$ cat src/rtl/jvcm_pkg.sv
// Shared types and constants for the joystick vehicle command mapper.
`default_nettype none

package jvcm_pkg;

   // Register reset values
   localparam logic [15:0] BRAKE_SPAN_RESET     = 16'd6656;
   localparam logic [15:0] THROTTLE_SPAN_RESET  = 16'd50;
   localparam logic [14:0] STEER_SPAN_RESET     = 15'd15000;
   localparam logic [14:0] STICK_DEADZONE_RESET = 15'd200;

   // Gear positions: park .. high
   localparam logic [2:0] GEAR_PARK = 3'd0;
   localparam logic [2:0] GEAR_HIGH = 3'd4;

   // Request queue between front and back (power of two)
   localparam int QUEUE_DEPTH = 4;
   localparam int QPTR_W      = $clog2(QUEUE_DEPTH);

   // Message kinds, also the bit positions of the pending-message mask
   typedef enum logic [2:0] {
      KIND_THROTTLE = 3'd0,
      KIND_STEER    = 3'd1,
      KIND_BRAKE    = 3'd2,
      KIND_GEAR     = 3'd3,
      KIND_STOP     = 3'd4
   } msg_kind_type;

   localparam int KIND_COUNT = 5;

   // Register index, taken from paddr[3:2]
   typedef enum logic [1:0] {
      REG_BRAKE_SPAN     = 2'd0,
      REG_THROTTLE_SPAN  = 2'd1,
      REG_STEER_SPAN     = 2'd2,
      REG_STICK_DEADZONE = 2'd3
   } reg_index_type;

   // One classified request: which messages to send and their values
   typedef struct packed {
      logic [KIND_COUNT-1:0] mask;
      logic [15:0]           throttle;
      logic signed [15:0]    steer;
      logic [15:0]           brake;
      logic [2:0]            gear;
   } entry_type;

endpackage

`default_nettype wire

$ cat src/rtl/jvcm_front.sv
// Front end: scales a gamepad request, updates held commands and classifies messages.
`default_nettype none

module jvcm_front (
   input  wire logic                clock,
   input  wire logic                reset,
   input  wire logic signed [15:0]  req_stick_x,
   input  wire logic signed [15:0]  req_left_trigger,
   input  wire logic signed [15:0]  req_right_trigger,
   input  wire logic                req_start_pressed,
   input  wire logic                req_left_bumper,
   input  wire logic                req_right_bumper,
   input  wire logic                push,
   output logic                     full,
   input  wire logic [15:0]         brake_span,
   input  wire logic [15:0]         throttle_span,
   input  wire logic [14:0]         steer_span,
   input  wire logic [14:0]         stick_deadzone,
   input  wire logic                q_full,
   output logic                     q_push,
   output jvcm_pkg::entry_type      q_data
);
   import jvcm_pkg::*;

   // floor(p / 65535) for p below 65535^2: one estimate, one correction
   function automatic logic [15:0] div65535(input logic [31:0] p);
      logic [15:0] q;
      logic [16:0] r;
      q = p[31:16];
      r = {1'b0, p[15:0]} + {1'b0, q};
      if (r >= 17'd65535) begin
         q = q + 16'd1;
      end
      return q;
   endfunction

   // floor(p / 32767) for p up to 32768*32767
   function automatic logic [15:0] div32767(input logic [30:0] p);
      logic [15:0] q;
      logic [15:0] r;
      q = p[30:15];
      r = {1'b0, p[14:0]} + q;
      if (r >= 16'd32767) begin
         q = q + 16'd1;
      end
      return q;
   endfunction

   // Trigger offset, floored at zero
   function automatic logic [15:0] trig_level(input logic signed [15:0] raw);
      logic signed [16:0] s;
      s = 17'(raw) + 17'sd32767;
      return s[16] ? 16'd0 : s[15:0];
   endfunction

   logic               accept;
   logic               s1_fire;
   logic [15:0]        lt_level;
   logic [15:0]        rt_level;
   logic [15:0]        stick_mag;

   // Stage 1 registers: products and flags
   logic               s1_valid_ff, s1_valid_in;
   logic [31:0]        prod_brake_ff;
   logic [31:0]        prod_throttle_ff;
   logic [30:0]        prod_steer_ff;
   logic               steer_neg_ff;
   logic               steer_upd_ff;
   logic               start_ff;
   logic               lb_ff;
   logic               rb_ff;

   // Held command state
   logic [15:0]        held_throttle_ff, held_throttle_in;
   logic [15:0]        held_brake_ff, held_brake_in;
   logic signed [15:0] held_steer_ff, held_steer_in;
   logic [2:0]         gear_ff, gear_in;
   logic               prev_lb_ff;
   logic               prev_rb_ff;
   logic               first_done_ff;

   logic [15:0]        steer_q;
   logic [KIND_COUNT-1:0] mask;

   assign accept      = push && !full;
   assign s1_fire     = s1_valid_ff && !q_full;
   assign full        = s1_valid_ff && q_full;
   assign lt_level    = trig_level(req_left_trigger);
   assign rt_level    = trig_level(req_right_trigger);
   assign stick_mag   = req_stick_x[15] ? 16'(16'd0 - req_stick_x) : req_stick_x;
   assign s1_valid_in = accept ? 1'b1 : (s1_fire ? 1'b0 : s1_valid_ff);

   // Stage 1: multiply by the configured full-scale values
   always_ff @(posedge clock) begin
      if (reset) begin
         s1_valid_ff <= 1'b0;
      end else begin
         s1_valid_ff <= s1_valid_in;
      end
      if (accept) begin
         prod_brake_ff    <= 32'(lt_level) * 32'(brake_span);
         prod_throttle_ff <= 32'(rt_level) * 32'(throttle_span);
         prod_steer_ff    <= 31'(stick_mag) * 31'(steer_span);
         steer_neg_ff     <= req_stick_x[15];
         steer_upd_ff     <= stick_mag > {1'b0, stick_deadzone};
         start_ff         <= req_start_pressed;
         lb_ff            <= req_left_bumper;
         rb_ff            <= req_right_bumper;
      end
   end

   // Stage 2: finish the divisions, shift gear, compare with held values
   always_comb begin
      held_throttle_in = div65535(prod_throttle_ff);
      held_brake_in    = div65535(prod_brake_ff);
      steer_q          = div32767(prod_steer_ff);
      held_steer_in    = held_steer_ff;
      if (steer_upd_ff) begin
         held_steer_in = steer_neg_ff ? signed'(16'(16'd0 - steer_q)) : signed'(steer_q);
      end

      gear_in = gear_ff;
      if ((rb_ff != prev_rb_ff) || (lb_ff != prev_lb_ff)) begin
         if (rb_ff && (gear_ff < GEAR_HIGH) && (held_throttle_in == 16'd0)) begin
            gear_in = gear_ff + 3'd1;
         end else if (lb_ff && (gear_ff > GEAR_PARK) && (held_throttle_in == 16'd0)) begin
            gear_in = gear_ff - 3'd1;
         end
      end

      mask = '0;
      if (first_done_ff) begin
         mask[KIND_THROTTLE] = held_throttle_in != held_throttle_ff;
         mask[KIND_STEER]    = held_steer_in != held_steer_ff;
         mask[KIND_BRAKE]    = held_brake_in != held_brake_ff;
         mask[KIND_GEAR]     = gear_in != gear_ff;
      end
      mask[KIND_STOP] = start_ff;
   end

   assign q_push          = s1_fire && (mask != '0);
   assign q_data.mask     = mask;
   assign q_data.throttle = held_throttle_in;
   assign q_data.steer    = held_steer_in;
   assign q_data.brake    = held_brake_in;
   assign q_data.gear     = gear_in;

   // Held state advances as each request leaves stage 1
   always_ff @(posedge clock) begin
      if (reset) begin
         held_throttle_ff <= '0;
         held_brake_ff    <= '0;
         held_steer_ff    <= '0;
         gear_ff          <= GEAR_PARK;
         prev_lb_ff       <= 1'b0;
         prev_rb_ff       <= 1'b0;
         first_done_ff    <= 1'b0;
      end else if (s1_fire) begin
         held_throttle_ff <= held_throttle_in;
         held_brake_ff    <= held_brake_in;
         held_steer_ff    <= held_steer_in;
         gear_ff          <= gear_in;
         prev_lb_ff       <= lb_ff;
         prev_rb_ff       <= rb_ff;
         first_done_ff    <= 1'b1;
      end
   end

   // Gear never leaves the table
   a_gear_range: assert property (@(posedge clock) disable iff (reset)
      gear_ff <= GEAR_HIGH)
      else $error("gear index out of range");

   // Only a stop message may follow the first request
   a_first_stop_only: assert property (@(posedge clock) disable iff (reset)
      (q_push && !first_done_ff) |-> (q_data.mask[KIND_STOP] && q_data.mask[3:0] == 4'd0))
      else $error("first request produced a change message");

endmodule

`default_nettype wire

$ cat src/rtl/jvcm_queue.sv
// Short request queue between the front and back ends.
`default_nettype none

module jvcm_queue (
   input  wire logic                clock,
   input  wire logic                reset,
   input  wire logic                wr_en,
   input  wire jvcm_pkg::entry_type wr_data,
   output logic                     q_full,
   input  wire logic                rd_en,
   output jvcm_pkg::entry_type      rd_data,
   output logic                     q_empty
);
   import jvcm_pkg::*;

   entry_type         slots_ff [QUEUE_DEPTH];
   logic [QPTR_W-1:0] wr_ptr_ff, wr_ptr_in;
   logic [QPTR_W-1:0] rd_ptr_ff, rd_ptr_in;
   logic [QPTR_W:0]   count_ff, count_in;

   assign q_full    = count_ff == (QPTR_W+1)'(QUEUE_DEPTH);
   assign q_empty   = count_ff == '0;
   assign rd_data   = slots_ff[rd_ptr_ff];
   assign wr_ptr_in = wr_en ? wr_ptr_ff + QPTR_W'(1) : wr_ptr_ff;
   assign rd_ptr_in = rd_en ? rd_ptr_ff + QPTR_W'(1) : rd_ptr_ff;

   always_comb begin
      count_in = count_ff;
      if (wr_en && !rd_en) begin
         count_in = count_ff + (QPTR_W+1)'(1);
      end else if (rd_en && !wr_en) begin
         count_in = count_ff - (QPTR_W+1)'(1);
      end
   end

   // Pointers and fill count
   always_ff @(posedge clock) begin
      if (reset) begin
         wr_ptr_ff <= '0;
         rd_ptr_ff <= '0;
         count_ff  <= '0;
      end else begin
         wr_ptr_ff <= wr_ptr_in;
         rd_ptr_ff <= rd_ptr_in;
         count_ff  <= count_in;
      end
   end

   // Entry storage
   always_ff @(posedge clock) begin
      if (wr_en) begin
         slots_ff[wr_ptr_ff] <= wr_data;
      end
   end

   a_no_overflow: assert property (@(posedge clock) disable iff (reset)
      !(wr_en && q_full && !rd_en))
      else $error("write into full queue");

   a_no_underflow: assert property (@(posedge clock) disable iff (reset)
      !(rd_en && q_empty))
      else $error("read from empty queue");

   a_count_tracks_ptrs: assert property (@(posedge clock) disable iff (reset)
      QPTR_W'(wr_ptr_ff - rd_ptr_ff) == count_ff[QPTR_W-1:0])
      else $error("queue count disagrees with pointers");

endmodule

`default_nettype wire

$ cat src/rtl/jvcm_back.sv
// Back end: sends the messages of each queued request one per cycle while pop takes them.
`default_nettype none

module jvcm_back (
   input  wire logic                clock,
   input  wire logic                reset,
   input  wire jvcm_pkg::entry_type head,
   input  wire logic                q_empty,
   output logic                     q_pop,
   output logic                     rsp_valid,
   output logic [2:0]               rsp_msg_kind,
   output logic signed [16:0]       rsp_msg_value,
   output logic                     rsp_last_msg,
   input  wire logic                pop
);
   import jvcm_pkg::*;

   // Gear position to its command value
   function automatic logic signed [16:0] gear_value(input logic [2:0] idx);
      logic signed [16:0] v;
      case (idx)
         3'd0:    v = 17'sd0;
         3'd1:    v = -17'sd14336;
         3'd2:    v = -17'sd26624;
         3'd3:    v = -17'sd32768;
         3'd4:    v = -17'sd49152;
         default: v = 17'sd0;
      endcase
      return v;
   endfunction

   logic [KIND_COUNT-1:0] sent_ff, sent_in;
   logic                  valid_ff, valid_in;
   logic [2:0]            kind_ff;
   logic signed [16:0]    value_ff;
   logic                  last_ff;

   logic [KIND_COUNT-1:0] remaining;
   logic [KIND_COUNT-1:0] pick;
   msg_kind_type          kind;
   logic signed [16:0]    value;
   logic                  is_last;
   logic                  load;
   logic                  take;

   assign take      = pop && valid_ff;
   assign load      = !q_empty && (!valid_ff || take);
   assign remaining = head.mask & ~sent_ff;

   // Fixed priority among pending messages: throttle, steer, brake, gear, stop
   always_comb begin
      if (remaining[KIND_THROTTLE]) begin
         kind  = KIND_THROTTLE;
         value = signed'({1'b0, head.throttle});
      end else if (remaining[KIND_STEER]) begin
         kind  = KIND_STEER;
         value = 17'(head.steer);
      end else if (remaining[KIND_BRAKE]) begin
         kind  = KIND_BRAKE;
         value = signed'({1'b0, head.brake});
      end else if (remaining[KIND_GEAR]) begin
         kind  = KIND_GEAR;
         value = gear_value(head.gear);
      end else begin
         kind  = KIND_STOP;
         value = 17'sd0;
      end
      pick       = '0;
      pick[kind] = 1'b1;
      is_last    = (remaining & ~pick) == '0;
   end

   assign q_pop    = load && is_last;
   assign sent_in  = load ? (is_last ? '0 : (sent_ff | pick)) : sent_ff;
   assign valid_in = load ? 1'b1 : (take ? 1'b0 : valid_ff);

   // Output register and progress through the head request
   always_ff @(posedge clock) begin
      if (reset) begin
         sent_ff  <= '0;
         valid_ff <= 1'b0;
      end else begin
         sent_ff  <= sent_in;
         valid_ff <= valid_in;
      end
      if (load) begin
         kind_ff  <= 3'(kind);
         value_ff <= value;
         last_ff  <= is_last;
      end
   end

   assign rsp_valid     = valid_ff;
   assign rsp_msg_kind  = kind_ff;
   assign rsp_msg_value = value_ff;
   assign rsp_last_msg  = last_ff;

   // Progress only names messages that the head request carries
   a_sent_subset: assert property (@(posedge clock) disable iff (reset)
      !q_empty |-> ((sent_ff & ~head.mask) == '0))
      else $error("sent mask outside head request");

   a_sent_idle_clear: assert property (@(posedge clock) disable iff (reset)
      q_empty |-> (sent_ff == '0))
      else $error("progress left over with empty queue");

endmodule

`default_nettype wire

$ cat src/rtl/joystick_vehicle_command_mapper.sv
// Top level of the joystick vehicle command mapper: register file and front/queue/back.
//
//   channel   direction  handshake               payload
//   req_*     in         push / full             stick_x, left/right_trigger, start, bumpers
//   rsp_*     out        empty / pop             msg_kind, msg_value, last_msg
//   csr       in/out     psel, penable, pwrite   paddr[3:2] selects 4 registers, pwdata, prdata
//
// A request is registered in the multiply stage and leaves the front when the queue has room;
// the front takes a new request every cycle while the queue has room.
// The back end sends one message per cycle while pop takes them; a request carries up to 5
// messages, and the first one passes the stage-1 register, a queue slot and the output register.
// Reset is synchronous; it empties the pipeline and queue and loads register defaults.
// A held rsp message never stalls the front until the 4-entry queue fills.
`default_nettype none

module joystick_vehicle_command_mapper (
   input  wire logic                clock,
   input  wire logic                reset,
   // request channel
   input  wire logic signed [15:0]  req_stick_x,
   input  wire logic signed [15:0]  req_left_trigger,
   input  wire logic signed [15:0]  req_right_trigger,
   input  wire logic                req_start_pressed,
   input  wire logic                req_left_bumper,
   input  wire logic                req_right_bumper,
   input  wire logic                push,
   output logic                     full,
   // response channel
   output logic [2:0]               rsp_msg_kind,
   output logic signed [16:0]       rsp_msg_value,
   output logic                     rsp_last_msg,
   output logic                     empty,
   input  wire logic                pop,
   // configuration port
   input  wire logic                psel,
   input  wire logic                penable,
   input  wire logic                pwrite,
   input  wire logic [3:0]          paddr,
   input  wire logic [31:0]         pwdata,
   output logic [31:0]              prdata,
   output logic                     pready
);
   import jvcm_pkg::*;

   logic [15:0]   brake_span_ff;
   logic [15:0]   throttle_span_ff;
   logic [14:0]   steer_span_ff;
   logic [14:0]   stick_deadzone_ff;
   reg_index_type reg_sel;
   logic          csr_write;

   logic          q_full;
   logic          q_push;
   logic          q_pop;
   logic          q_empty;
   entry_type     q_wr_data;
   entry_type     q_head;
   logic          rsp_valid;

   assign pready    = 1'b1;
   assign reg_sel   = reg_index_type'(paddr[3:2]);
   assign csr_write = psel && penable && pwrite && pready;

   // Configuration registers
   always_ff @(posedge clock) begin
      if (reset) begin
         brake_span_ff     <= BRAKE_SPAN_RESET;
         throttle_span_ff  <= THROTTLE_SPAN_RESET;
         steer_span_ff     <= STEER_SPAN_RESET;
         stick_deadzone_ff <= STICK_DEADZONE_RESET;
      end else if (csr_write) begin
         case (reg_sel)
            REG_BRAKE_SPAN:     brake_span_ff     <= pwdata[15:0];
            REG_THROTTLE_SPAN:  throttle_span_ff  <= pwdata[15:0];
            REG_STEER_SPAN:     steer_span_ff     <= pwdata[14:0];
            REG_STICK_DEADZONE: stick_deadzone_ff <= pwdata[14:0];
            default: ;
         endcase
      end
   end

   // Register readback
   always_comb begin
      case (reg_sel)
         REG_BRAKE_SPAN:     prdata = {16'd0, brake_span_ff};
         REG_THROTTLE_SPAN:  prdata = {16'd0, throttle_span_ff};
         REG_STEER_SPAN:     prdata = {17'd0, steer_span_ff};
         REG_STICK_DEADZONE: prdata = {17'd0, stick_deadzone_ff};
         default:            prdata = '0;
      endcase
   end

   jvcm_front u_front (
      .clock             (clock),
      .reset             (reset),
      .req_stick_x       (req_stick_x),
      .req_left_trigger  (req_left_trigger),
      .req_right_trigger (req_right_trigger),
      .req_start_pressed (req_start_pressed),
      .req_left_bumper   (req_left_bumper),
      .req_right_bumper  (req_right_bumper),
      .push              (push),
      .full              (full),
      .brake_span        (brake_span_ff),
      .throttle_span     (throttle_span_ff),
      .steer_span        (steer_span_ff),
      .stick_deadzone    (stick_deadzone_ff),
      .q_full            (q_full),
      .q_push            (q_push),
      .q_data            (q_wr_data)
   );

   jvcm_queue u_queue (
      .clock   (clock),
      .reset   (reset),
      .wr_en   (q_push),
      .wr_data (q_wr_data),
      .q_full  (q_full),
      .rd_en   (q_pop),
      .rd_data (q_head),
      .q_empty (q_empty)
   );

   jvcm_back u_back (
      .clock         (clock),
      .reset         (reset),
      .head          (q_head),
      .q_empty       (q_empty),
      .q_pop         (q_pop),
      .rsp_valid     (rsp_valid),
      .rsp_msg_kind  (rsp_msg_kind),
      .rsp_msg_value (rsp_msg_value),
      .rsp_last_msg  (rsp_last_msg),
      .pop           (pop)
   );

   assign empty = !rsp_valid;

endmodule

`default_nettype wire
$ cat config.mk
export PLATFORM = sky130hd
export DESIGN_NAME = joystick_vehicle_command_mapper
export DESIGN_NICKNAME = d
export VERILOG_FILES = /design/src/rtl/jvcm_pkg.sv /design/src/rtl/jvcm_front.sv /design/src/rtl/jvcm_queue.sv /design/src/rtl/jvcm_back.sv /design/src/rtl/joystick_vehicle_command_mapper.sv
export SDC_FILE = /design/constraint.sdc
export NUM_CORES = 2
export LEC_CHECK = 0
export CAP_MARGIN = 10
export CORE_MARGIN = 3
export CORE_UTILIZATION = 65
export CTS_CLUSTER_DIAMETER = 100
export CTS_CLUSTER_SIZE = 12
export DETAILED_ROUTE_END_ITERATION = 10
export DONT_BUFFER_PORTS = 1
export GPL_ROUTABILITY_DRIVEN = 1
export PLACE_DENSITY = 0.93
export SETUP_SLACK_MARGIN = 0.4
export SLEW_MARGIN = 5
export SYNTH_ARGS = -nofsm -noshare
export SYNTH_HDL_FRONTEND = slang
export SYNTH_HIERARCHICAL = 1
export SYNTH_SLANG_ARGS = --single-unit
$ cat constraint.sdc
create_clock -name clock -period 23.8 [get_ports clock]
set_input_delay 1.19 -clock clock [delete_from_list [all_inputs] [get_ports clock]]
set_output_delay 1.19 -clock clock [all_outputs]
set_load 0.01 [all_outputs]
# Yosys cells after proc, flatten, opt, wreduce, memory -nomap -nowiden
# Memories as Yosys holds them, arrays and structs flattened. A register that Yosys moved wholly into a read port is not among the register bits.
# Index checks and enable logic that the tools add are counted.
# Widths: inputs -> output; s select.
# classes
addsub	16
multipliers	3
div	0
n_lt_le_gt_ge	8
n_eq_ne	14
shifts	0
muxes	35
bitwise	5
n_reduce_logical	36
# ops
operator	count
$mux 16	9
$pmux 32 s4	1
$pmux 17 s4	1
$mul 16x16->32	2
$mux 17	3
$add 16x1->16 const B	3
$ne 16x16->1	3
$add 16x16->17	2
$add 16x16->17 const B	2
$ge 17x16->1 const B	2
$sub 1x16->16 const A	2
$mul 16x15->31	1
$mux 3	9
$add 15x16->16	1
$ge 16x15->1 const B	1
$gt 16x15->1	1
$logic_and 1x1->1	16
$logic_not 16->1	1
$and 5x5->5	2
$not 5->5	2
$reduce_and 2->1	4
$mux 1	7
$add 3x1->3 const B	2
$eq 3x2->1 const B	2
24 further kinds	38
# word_totals
ff_bits	251
latch_bits	0
mem_bits_rw	224
romBits	0
inputBits	94
output_inout_bits	56
elab_cells	147
mem_count	1
# memory_table
memory	depth	width	read_ports	rd_clocked_by_memory_dff	wr	line_no	text
u_queue.slots_ff	4	56	1	1	1	jvcm_queue.sv:16	entry_type slots_ff [QUEUE_DEPTH];

# Depth between registers and ports, before layout
# depth
ltp_word	17
depth_mapped	36
mapped_depth_nobuf	34

# Cells and area by module
# The synthesis kept the hierarchy.
# modules_own_cells
module	instances	cells_per_inst	area_each_um2	seq_area_each_um2
jvcm_front	1	4185	36638.9	4103.9
jvcm_queue	1	336	8544.4	6906.6
joystick_vehicle_command_mapper	1	289	3037.9	1241.2
jvcm_back	1	138	1407.6	750.7

# Worst setup path after synthesis
# Ideal clock, no wire load.
# synth_timing
kind	input-to-reg
start	in req_left_trigger[4]
end	reg u_front.prod_brake_ff[30] (data pin)
setup_ps	266
arrival_time_ps	9104
required_time_ps	23534
path_slack_ps	14430
stages	30
path_buffers	2
cell_sequence	or4_1 > or3_1 > nand2b_1 > nor4_1 > and2_1 > clkbuf_1 > nor2_1 > clkbuf_1 > nand2_1 > fa_1 > fa_1 > fa_1 > fa_1 > inv_1 > fa_1 > inv_1 > fa_1 > inv_1 > ha_1 > nand3_1 > a2111oi_0 > o31ai_1 > o21ai_0 > o41ai_1 > o311a_1 > a2111oi_0 > o21a_1 > o21a_1 > o41ai_1 > xnor2_1
# synth_between
elab_chain_len	3
# synth_lines
item	line_no	text
from (decl)	joystick_vehicle_command_mapper.sv:21	input wire logic signed [15:0] req_left_trigger,
$add 16x16->17	jvcm_front.sv:52	s = 17'(raw) + 17'sd32767;
$mux 16	jvcm_front.sv:53	return s[16] ? 16'd0 : s[15:0];
$mul 16x16->32	jvcm_front.sv:101	prod_brake_ff <= 32'(lt_level) * 32'(brake_span);
to (signal assigned)	jvcm_front.sv:101	
to (decl)	jvcm_front.sv:64	logic [31:0] prod_brake_ff;
# No other way between the ends.
# A chain may end at the register's enable or synchronous reset.

# Final worst setup path
# Same ends and word-level chain as after synthesis.

==> flow_summary.json <==
{
  "worstMarginPinSlew_ns": 1.22,
  "crit_path_start": "req_left_trigger[4]",
  "coreArea_um2": 75100,
  "drt-vias-per-instance": 6.54,
  "irDropWorstVdd_mv": 0.162,
  "final_util": 0.691,
  "cts_resized": 0,
  "drt-total-wl_mm": 134,
  "internal-power_mw": 2.79,
  "dieArea_um2": 79700,
  "drt_iter0_markers": 4217,
  "synthArstFlopShare": 0,
  "grt_usage": 0.337,
  "p_clk_frac": 0.143,
  "antenna_found_initial": 2,
  "hold_violations": 0,
  "critPathMostFrequentCell": "fa_1",
  "postCtsSetupRepairBufs": 0,
  "ys_types": 110,
  "grt_overflow_total": 0,
  "switching_share": 0.461,
  "reg2reg_slack_ns": 14.41,
  "fp.dieW_um": 282,
  "cts_buffers": 48,
  "fin_nets": 5902,
  "clock_path_buffers": 3,
  "hold_class": "register to register",
  "cp.arrival_ns": 10.26,
  "clkLatencyLatePin_ns": 0.63,
  "hold_path_depth": 2,
  "syn_area_per_cell_um2": 10.0,
  "clkSlewWorstSetupHoldPaths_ns": 0.06,
  "dp_hpwl_mm": 94.1,
  "timing.final.setup_violations": 0,
  "p_leak_nw": 22.8,
  "max_slew_margin": 0.188,
  "wl_per_cell_um": 22.8,
  "r2r-end": "u_queue/slots_ff[1][55]",
  "synth-seq-cells": 477,
  "yosysWarnings": 6,
  "synth_area_um2": 49600,
  "drcViolationCount": 0,
  "initial_utilization": 0.661,
  "crit_path_end": "u_front/prod_brake_ff[30]",
  "p_per_area_nw_per_um2": 99.7,
  "end_kind": "register",
  "wl_met2_mm": 62.0,
  "area_delta_synth_final_pct": 4.51,
  "wl_met3_mm": 16.8,
  "hold_path.startpoint": "u_back/sent_ff[4]",
  "drive_gt1_frac": 0.0566,
  "slew_violations": 0,
  "top_layer": "met5",
  "worst_ep_required_time_ns": 24.17,
  "critPathKind": "input pin to register",
  "ant_nets": 0,
  "cts_tree": "yes",
  "row_count": 100,
  "finalClockSkew_ns": 0.0285,
  "synthCells": 4948,
  "cts_sinks": 477,
  "maxCapViolCount": 0,
  "placed_cell_area_um2": 50400,
  "path_max_fanout": 16,
  "routabilityCongestion": 0.919,
  "route.layer.met1.wl_mm": 46.9,
  "period_minus_slack_ns": 9.90,
  "final_common_cell": "inv_1",
  "r2r_cells": 26,
  "crit_slowest_cell": "and2_1",
  "dr.pass1.iters": 9,
  "critPathLaunchType": "input pin",
  "pwr-share-comb": 0.600,
  "cts_max_level": 2,
  "synthFlopType": "edfxtp_1",
  "rsz0062_at_grt": "no",
  "power_frac_seq": 0.257,
  "grt_pass1_vias": 40787,
  "r2r_start": "u_front/prod_steer_ff[15]",
  "die_height_um": 282,
  "grt_max_degree": 155,
  "vias": 38329,
  "status": "completed",
  "ioPinCount": 150,
  "cts_root_buf": "clkbuf_16",
  "port_buffers": 0,
  "crit_path_max_incr_delay_ns": 0.56,
  "fin_crit_sh": 0.416,
  "ys_seq_area_frac": 0.262,
  "finalSetupTns_ns": 0,
  "p_switching_mw": 2.38,
  "design_area_um2": 51900,
  "grt_pass1_wl_mm": 211,
  "fmax_mhz": 101,
  "hold_buffers": 0,
  "most-common-layout-cells": "702 x inv_1, 573 x nand2_1, 572 x fa_1",
  "synth_edf_count": 345
}
critical path: cells and delay by family:
kind,cells,cell delay (ns)
AND/OR/NAND/NOR,7,2.37
adder cells (fa/ha/maj),7,3.40
buffers and inverters,4,0.25
AO/OA/AOI/OAI,10,2.92
XOR/XNOR,1,0.13
state kept, by name, summed over array words and instances, names as in the netlist, 5 cells and up, named ones only:
signal                    count
u_queue/slots_ff            224
u_front/prod_brake_ff        32
u_front/prod_throttle_ff     32
u_front/prod_steer_ff        31
u_back/rsp_msg_value         17
brake_span_ff                16
throttle_span_ff             16
u_front/held_brake_ff        16
u_front/held_steer_ff        16
u_front/held_throttle_ff     16
steer_span_ff                15
stick_deadzone_ff            15
u_back/sent_ff                5
power groups by stage:
stage                     Sequential (mW)  Combinational [mW]  Clock, mW
final                                1.33                3.10      0.737
after global routing                 1.34                3.38      0.772
after CTS                            1.32                3.00      0.743
after detailed placement             1.34                2.95          0
after global placement               1.33                2.80          0
after floorplan                      1.25                2.25          0
per-layer routing:
metal / up-vias / global-route usage
met3: 775 / 0.0905
met1: 18488 / 0.416
met4: 2 / 0.186
met5: - / 0
li1: 16184 / -
met2: 2880 / 0.542
final cells by class:
cell class	instances	area (µm²)
clock buffer	81	1370
timing repair buffer	64	480
fill	4813	23200
tap	969	1210
inverter	702	2640
clock inverter	7	114
antenna	1	2.50
sequential	477	13000
multi-input combinational	3563	33000
Yosys cell counts, drive strengths merged (78+ instances only):
| master | n | share of area |
|---|---|---|
| edfxtp | 345 | 0.21 |
| fa | 572 | 0.23 |
| and2 | 340 | 0.043 |
| clkbuf | 155 | 0.012 |
| nand2b | 87 | 0.011 |
| dfxtp | 132 | 0.053 |
| o21ai | 103 | 0.010 |
| nand2 | 573 | 0.043 |
| ha | 380 | 0.096 |
| nor2 | 283 | 0.021 |
| inv | 702 | 0.053 |
| xnor2 | 164 | 0.029 |
| a21oi | 139 | 0.014 |
| nor3 | 78 | 0.0082 |
worst min path at each step:
stage / to / slack [ns]
after floorplan: u_back/sent_ff[4] / 0.42
after global placement: u_back/sent_ff[4] / 0.43
after detailed placement: u_back/sent_ff[4] / 0.46
after CTS: u_back/sent_ff[4] / 0.47
after global routing: u_back/sent_ff[4] / 0.47
final: u_back/sent_ff[4] / 0.46
metrics by stage:
step | power [mW] | setup slack [ns] | hold WS (ns) | instances
detailed placement | 4.28 | 13.50 | 0.458 | 5775
global placement | 4.13 | 13.59 | 0.430 | 5775
CTS | 5.07 | 14.11 | 0.466 | 5863
floorplan | 3.50 | 14.43 | 0.421 | 4963
finish | 5.17 | 13.90 | 0.464 | 5864
global route | 5.49 | 13.54 | 0.473 | 5863
cells by family after synthesis:
group                    Yosys count  synth area share
multiplexers                     160            0.0506
XOR/XNOR                         238            0.0449
buffers and inverters            923            0.0747
flip-flops                       477             0.262
adder cells (fa/ha/maj)          953             0.327
AND/OR/NAND/NOR                 1628             0.162
AO/OA/AOI/OAI                    567            0.0787
other                              2          0.000151
Note: power is estimated with default switching activity, not from simulation.
